`src/sv/bspl_pkg.sv`:
```
package bspl_pkg;

  localparam int unsigned NodeDepth = 4096;
  localparam int unsigned NodeAw    = 12;
  localparam int unsigned CountW    = 13;
  localparam int unsigned LinkW     = 16;
  localparam int unsigned SubW      = 15;

  localparam logic ActWrite = 1'b0;
  localparam logic ActQuery = 1'b1;

  // Walk finish codes for the pending result
  localparam logic [1:0] FinNone  = 2'd0;
  localparam logic [1:0] FinLeaf  = 2'd1;
  localparam logic [1:0] FinErr   = 2'd2;
  localparam logic [1:0] FinEmpty = 2'd3;

  typedef struct packed {
    logic               action;
    logic [NodeAw-1:0]  node_index;
    logic signed [31:0] part_x;
    logic signed [31:0] part_y;
    logic signed [31:0] part_dx;
    logic signed [31:0] part_dy;
    logic [LinkW-1:0]   front_child;
    logic [LinkW-1:0]   back_child;
    logic signed [31:0] point_x;
    logic signed [31:0] point_y;
  } bspl_in_t;

  typedef struct packed {
    logic [SubW-1:0] subsector_index;
    logic            walk_error;
  } bspl_out_t;

  typedef struct packed {
    logic signed [31:0] ox;
    logic signed [31:0] oy;
    logic signed [31:0] dx;
    logic signed [31:0] dy;
    logic [LinkW-1:0]   front;
    logic [LinkW-1:0]   back;
  } bspl_node_t;

  typedef struct packed {
    logic       store_node;
    logic       load_root;
    logic       issue_read;
    logic       calc_diff;
    logic       calc_mul;
    logic       take_step;
    logic [1:0] fin;
    logic       out_load;
  } bspl_cmd_t;

  typedef struct packed {
    logic empty;
    logic is_leaf;
    logic is_bad;
  } bspl_stat_t;

endpackage

```
`src/sv/bspl_ctrl.sv`:
```
module bspl_ctrl
  import bspl_pkg::*;
(
  input  logic       clk_i,
  input  logic       rst_ni,
  input  logic       in_valid_i,
  output logic       in_ready_o,
  input  logic       in_action_i,
  output logic       out_valid_o,
  input  logic       out_ready_i,
  input  bspl_stat_t stat_i,
  output bspl_cmd_t  cmd_o
);

  localparam logic [2:0] StIdle   = 3'd0;
  localparam logic [2:0] StFetch  = 3'd1;
  localparam logic [2:0] StDiff   = 3'd2;
  localparam logic [2:0] StMul    = 3'd3;
  localparam logic [2:0] StDecide = 3'd4;
  localparam logic [2:0] StDone   = 3'd5;

  logic [2:0] state_q, state_d;
  logic       out_valid_q, out_valid_d;

  always_comb begin
    state_d     = state_q;
    out_valid_d = out_valid_q && !out_ready_i;
    cmd_o       = '0;
    cmd_o.fin   = FinNone;
    in_ready_o  = 1'b0;
    case (state_q)
      StIdle: begin
        in_ready_o = 1'b1;
        if (in_valid_i) begin
          if (in_action_i == ActWrite) begin
            cmd_o.store_node = 1'b1;
          end else if (stat_i.empty) begin
            cmd_o.fin = FinEmpty;
            state_d   = StDone;
          end else begin
            cmd_o.load_root = 1'b1;
            state_d         = StFetch;
          end
        end
      end
      StFetch: begin
        if (stat_i.is_leaf) begin
          cmd_o.fin = FinLeaf;
          state_d   = StDone;
        end else if (stat_i.is_bad) begin
          cmd_o.fin = FinErr;
          state_d   = StDone;
        end else begin
          cmd_o.issue_read = 1'b1;
          state_d          = StDiff;
        end
      end
      StDiff: begin
        cmd_o.calc_diff = 1'b1;
        state_d         = StMul;
      end
      StMul: begin
        cmd_o.calc_mul = 1'b1;
        state_d        = StDecide;
      end
      StDecide: begin
        cmd_o.take_step = 1'b1;
        state_d         = StFetch;
      end
      StDone: begin
        if (!out_valid_q || out_ready_i) begin
          cmd_o.out_load = 1'b1;
          out_valid_d    = 1'b1;
          state_d        = StIdle;
        end
      end
      default: begin
        state_d = StIdle;
      end
    endcase
  end

  always_ff @(posedge clk_i or negedge rst_ni) begin
    if (!rst_ni) begin
      state_q     <= StIdle;
      out_valid_q <= 1'b0;
    end else begin
      state_q     <= state_d;
      out_valid_q <= out_valid_d;
    end
  end

  assign out_valid_o = out_valid_q;

endmodule

```
`config.mk`:
```
export PLATFORM = sky130hd
export DESIGN_NAME = bspl_ctrl
export DESIGN_NICKNAME = d
export VERILOG_FILES = /design/src/sv/bspl_pkg.sv /design/src/sv/bspl_ctrl.sv
export SDC_FILE = /design/constraint.sdc
export NUM_CORES = 1
export LEC_CHECK = 0
export BUFFER_PORTS_ARGS = -buffer_cell sky130_fd_sc_hd__buf_2
export CAP_MARGIN = 10
export CORE_AREA = 2 2 39 41
export DETAILED_ROUTE_END_ITERATION = 7
export DIE_AREA = 0 0 41 43
export HOLD_SLACK_MARGIN = 0.12
export PLACE_DENSITY = 0.52
export SLEW_MARGIN = 40
export SYNTH_ARGS = -nofsm -noshare
export SYNTH_HDL_FRONTEND = slang
export SYNTH_SLANG_ARGS = --single-unit
```
`constraint.sdc`:
```
create_clock -name clk_i -period 1.6 [get_ports clk_i]
set_input_delay 0.16 -clock clk_i [delete_from_list [all_inputs] [get_ports clk_i]]
set_output_delay 0.16 -clock clk_i [all_outputs]
set_load 0.02 [all_outputs]
```
==> out/qor.txt <==
setup total negative slack - 0 ns
stage delay of the slowest cell on the critical path - 0.40 ns
post-synthesis instance area - 308 sq um
utilization of the core after routing - 34.5%
gate count after technology mapping - 38
mean number of vias per cell - 4.67
Max-slew headroom - 85.2%
post-layout instance count excluding filler cells - 76
combined flip-flop and latch cell area - 100 sq um
GRT Total Usage - 10.4%
portion of the post-synthesis area used by sequential elements - 32.5%
antenna diode instance count - 0
setup skew after layout - 0.00148 ns
total setup violations reported at the end of the flow - 0
WS Path Type - reg -> out
clock sinks - 4
Starting Density - 22.2%
later-pin clock latency in the skew report - 0.23 ns
worst endpoint required time - 1.44 ns
detailed placer's ending HPWL - 569 um
ports placed on the boundary - 19
horizontal extent of the die - 41 um
Clock Tree Buf Depth - 2
mean cell area of the mapped netlist - 8.10 sq um
WL/cell - 9.96 um
unique cell type count in the Yosys netlist - 22
initial antenna violation count - 0
GRT Residual Overflow - 0
design internal power - 0.000450 W
final count of hold timing violations - 0
result of the run - complete, no violations
register clock-pin slew on the reported worst setup and hold paths - 0.04 ns
crit share post-route - 95.0%
DR iter-0 viols - 2
Floorplan Core Area - 1380 sq um
leakage component of the power - 0.242 nW
Worst EP arrival - 1.36 ns
share of layout cells above drive strength 1 - 48.3%
kind of cell adding the most delay to the critical path - simple AND/OR/NAND/NOR gates
Clock Root Buffer - sky130_fd_sc_hd__clkbuf_4
number of buffer and inverter stages on the critical path - 1
area of the multi-input gates - 209 sq um
Slowest-stage cell, CP - sky130_fd_sc_hd__dfrtp_1
placed cell count - 72
die height - 43 um
switching part of the total - 45.3%
number of buffers inserted to repair setup after CTS - 0
CTS tree - built
number of detailed-route iterations in the first pass - 3
total of flip-flops plus latches after synthesis - 4
combinational group share of total power - 62.9%
Final ANT Viol Nets - 0
signed area change from the synthesized netlist to the final layout - 55.3%
number of nets in the layout - 70
via total after detailed routing - 355
Clk network pwr share - 15.1%
worst path cell trace - or3_4, nor3_2, buf_2
part of the power in registers - 22.0%
endpoint kind of the worst setup timing path - primary output
Inserted Clock Buffers - 3
power per cell area - 1720 nW/um^2
area of the die - 1760 sq um
total length of routed wires - 757 um
most frequent cells in the layout - sky130_fd_sc_hd__buf_2 (18), sky130_fd_sc_hd__nand2_1 (4), sky130_fd_sc_hd__dfrtp_1 (4)
leading cell type in the layout, fill and taps excluded - sky130_fd_sc_hd__buf_2
maximum capacitance violations - 0
number of fill cells in the layout - 161
level count of the clock H-tree - 1
gpl congestion - 0.707
worst hold path class - in -> reg
maximum number of pins on one net before global-route repair - 14
Mapped Nets - 46
number of global-route vias before repair - 280
Worst Setup Start Kind - flop
number of warnings printed during yosys synthesis - 0
reg2reg path depth - 3
count of buffers inserted at the top-level ports - 18
highest net fanout along the worst path - 5
Max Freq - 658 MHz
final routed DRC violation total - 0
switching power - 0.000373 W
Final Max Slew Viols - 0
Peak VDD IR - 0.719 mV
Hold Path Cell Cnt - 3
actual transition at the worst max-transition pin - 0.220 ns
site row count - 14
post-route minimum period - 1.52 ns
number of stages on the worst setup path - 3
wire length of the first global-routing pass - 1.22 mm
registers in the layout, indices dropped and copies added (netlist names):
register / cells
out_valid_o: 1
state_q: 3
routing by layer:
layer  GRT usage (%)  part of all wire, %  up-vias
met5               0                    0        -
met4            8.00                    0        0
met3            3.14                  5.2        0
met2            14.1                   53        8
met1            13.0                   42      164
li1                -                    -      183
what timing repair did:
| action | CTS | global route |
|---|---|---|
| resized for setup | 0 | 4 |
| setup endpoints to repair | 0 | 3 |
| hold buffers | 1 | 0 |
| hold endpoints to repair | 4 | 0 |
final cells by class:
type                    count  area share [%]
repair buffers             22            25.7
clock buffers               3            4.71
multi-input cells          30            43.7
flip-flops and latches      4            20.9
well taps                  16            4.19
inverters                   1           0.785
cell families (layout without fill, tap and decap cells):
| family | Yosys count | after routing | synth area share [%] |
|---|---|---|---|
| compound gates | 9 | 9 | 19.9 |
| buf+inv | 4 | 26 | 5.28 |
| flops | 4 | 4 | 32.5 |
| mux | 1 | 1 | 3.66 |
| simple gates | 20 | 20 | 38.6 |
synth_stat cells:
cell type	n	share of area, %
sky130_fd_sc_hd__a211o_1	1	2.8
sky130_fd_sc_hd__a211oi_1	2	4.9
sky130_fd_sc_hd__a21oi_1	1	1.6
sky130_fd_sc_hd__and3b_1	1	2.8
sky130_fd_sc_hd__buf_2	1	1.6
sky130_fd_sc_hd__clkbuf_1	2	2.4
sky130_fd_sc_hd__dfrtp_1	4	33
sky130_fd_sc_hd__inv_1	1	1.2
sky130_fd_sc_hd__mux2_2	1	3.7
sky130_fd_sc_hd__nand2_1	4	4.9
sky130_fd_sc_hd__nand2b_1	1	2.0
sky130_fd_sc_hd__nand3b_1	2	4.9
sky130_fd_sc_hd__nand4b_1	1	2.8
sky130_fd_sc_hd__nor2_1	3	3.7
sky130_fd_sc_hd__nor2b_1	1	2.0
sky130_fd_sc_hd__nor3_1	2	3.3
sky130_fd_sc_hd__nor3b_1	3	7.3
sky130_fd_sc_hd__o21ai_0	3	4.9
sky130_fd_sc_hd__o31ai_1	1	2.4
sky130_fd_sc_hd__o32a_1	1	3.3
sky130_fd_sc_hd__or3_1	1	2.0
sky130_fd_sc_hd__or3b_1	1	2.8
final timing paths:
path / startpoint / slack, ns / end
setup / recovery: state_q[0] / 0.08 / cmd_o[7]
hold / removal: out_ready_i / 0.23 / out_valid_o
setup reg to reg: state_q[0] / 0.41 / state_q[1]
hold reg to reg: out_valid_o / 0.53 / out_valid_o
max in group asynchronous: rst_ni / 1.22 / out_valid_o
min in group asynchronous: rst_ni / 0.26 / state_q[1]
worst register-to-register path: cells and delay by family (launching register included):
| family | cells | cell delay [ns] |
|---|---|---|
| flops | 1 | 0.38 |
| simple gates | 2 | 0.49 |
| mux | 1 | 0.26 |
stage by stage:
stage	instance area, sq um	hold WS, ns	total power, W	worst slack (ns)
6_report	478	0.232	0.000823	0.0795
5_1_grt	478	0.252	0.000904	-0.0151
4_1_cts	460	0.231	0.000809	0.0333
3_5_place_dp	428	-0.0281	0.000676	0.300
3_3_place_gp	428	-0.0265	0.000678	0.313
2_1_floorplan	308	-0.136	0.000518	0.114
power by group through the flow:
stage / Sequential, W / Clock, W / Combinational [W]
floorplan: 0.000190 / 0 / 0.000328
global placement: 0.000180 / 0 / 0.000498
detailed placement: 0.000179 / 0 / 0.000496
CTS: 0.000179 / 0.000130 / 0.000499
global route: 0.000190 / 0.000144 / 0.000571
finish: 0.000181 / 0.000124 / 0.000517
Power figures use the tool's default switching activity.
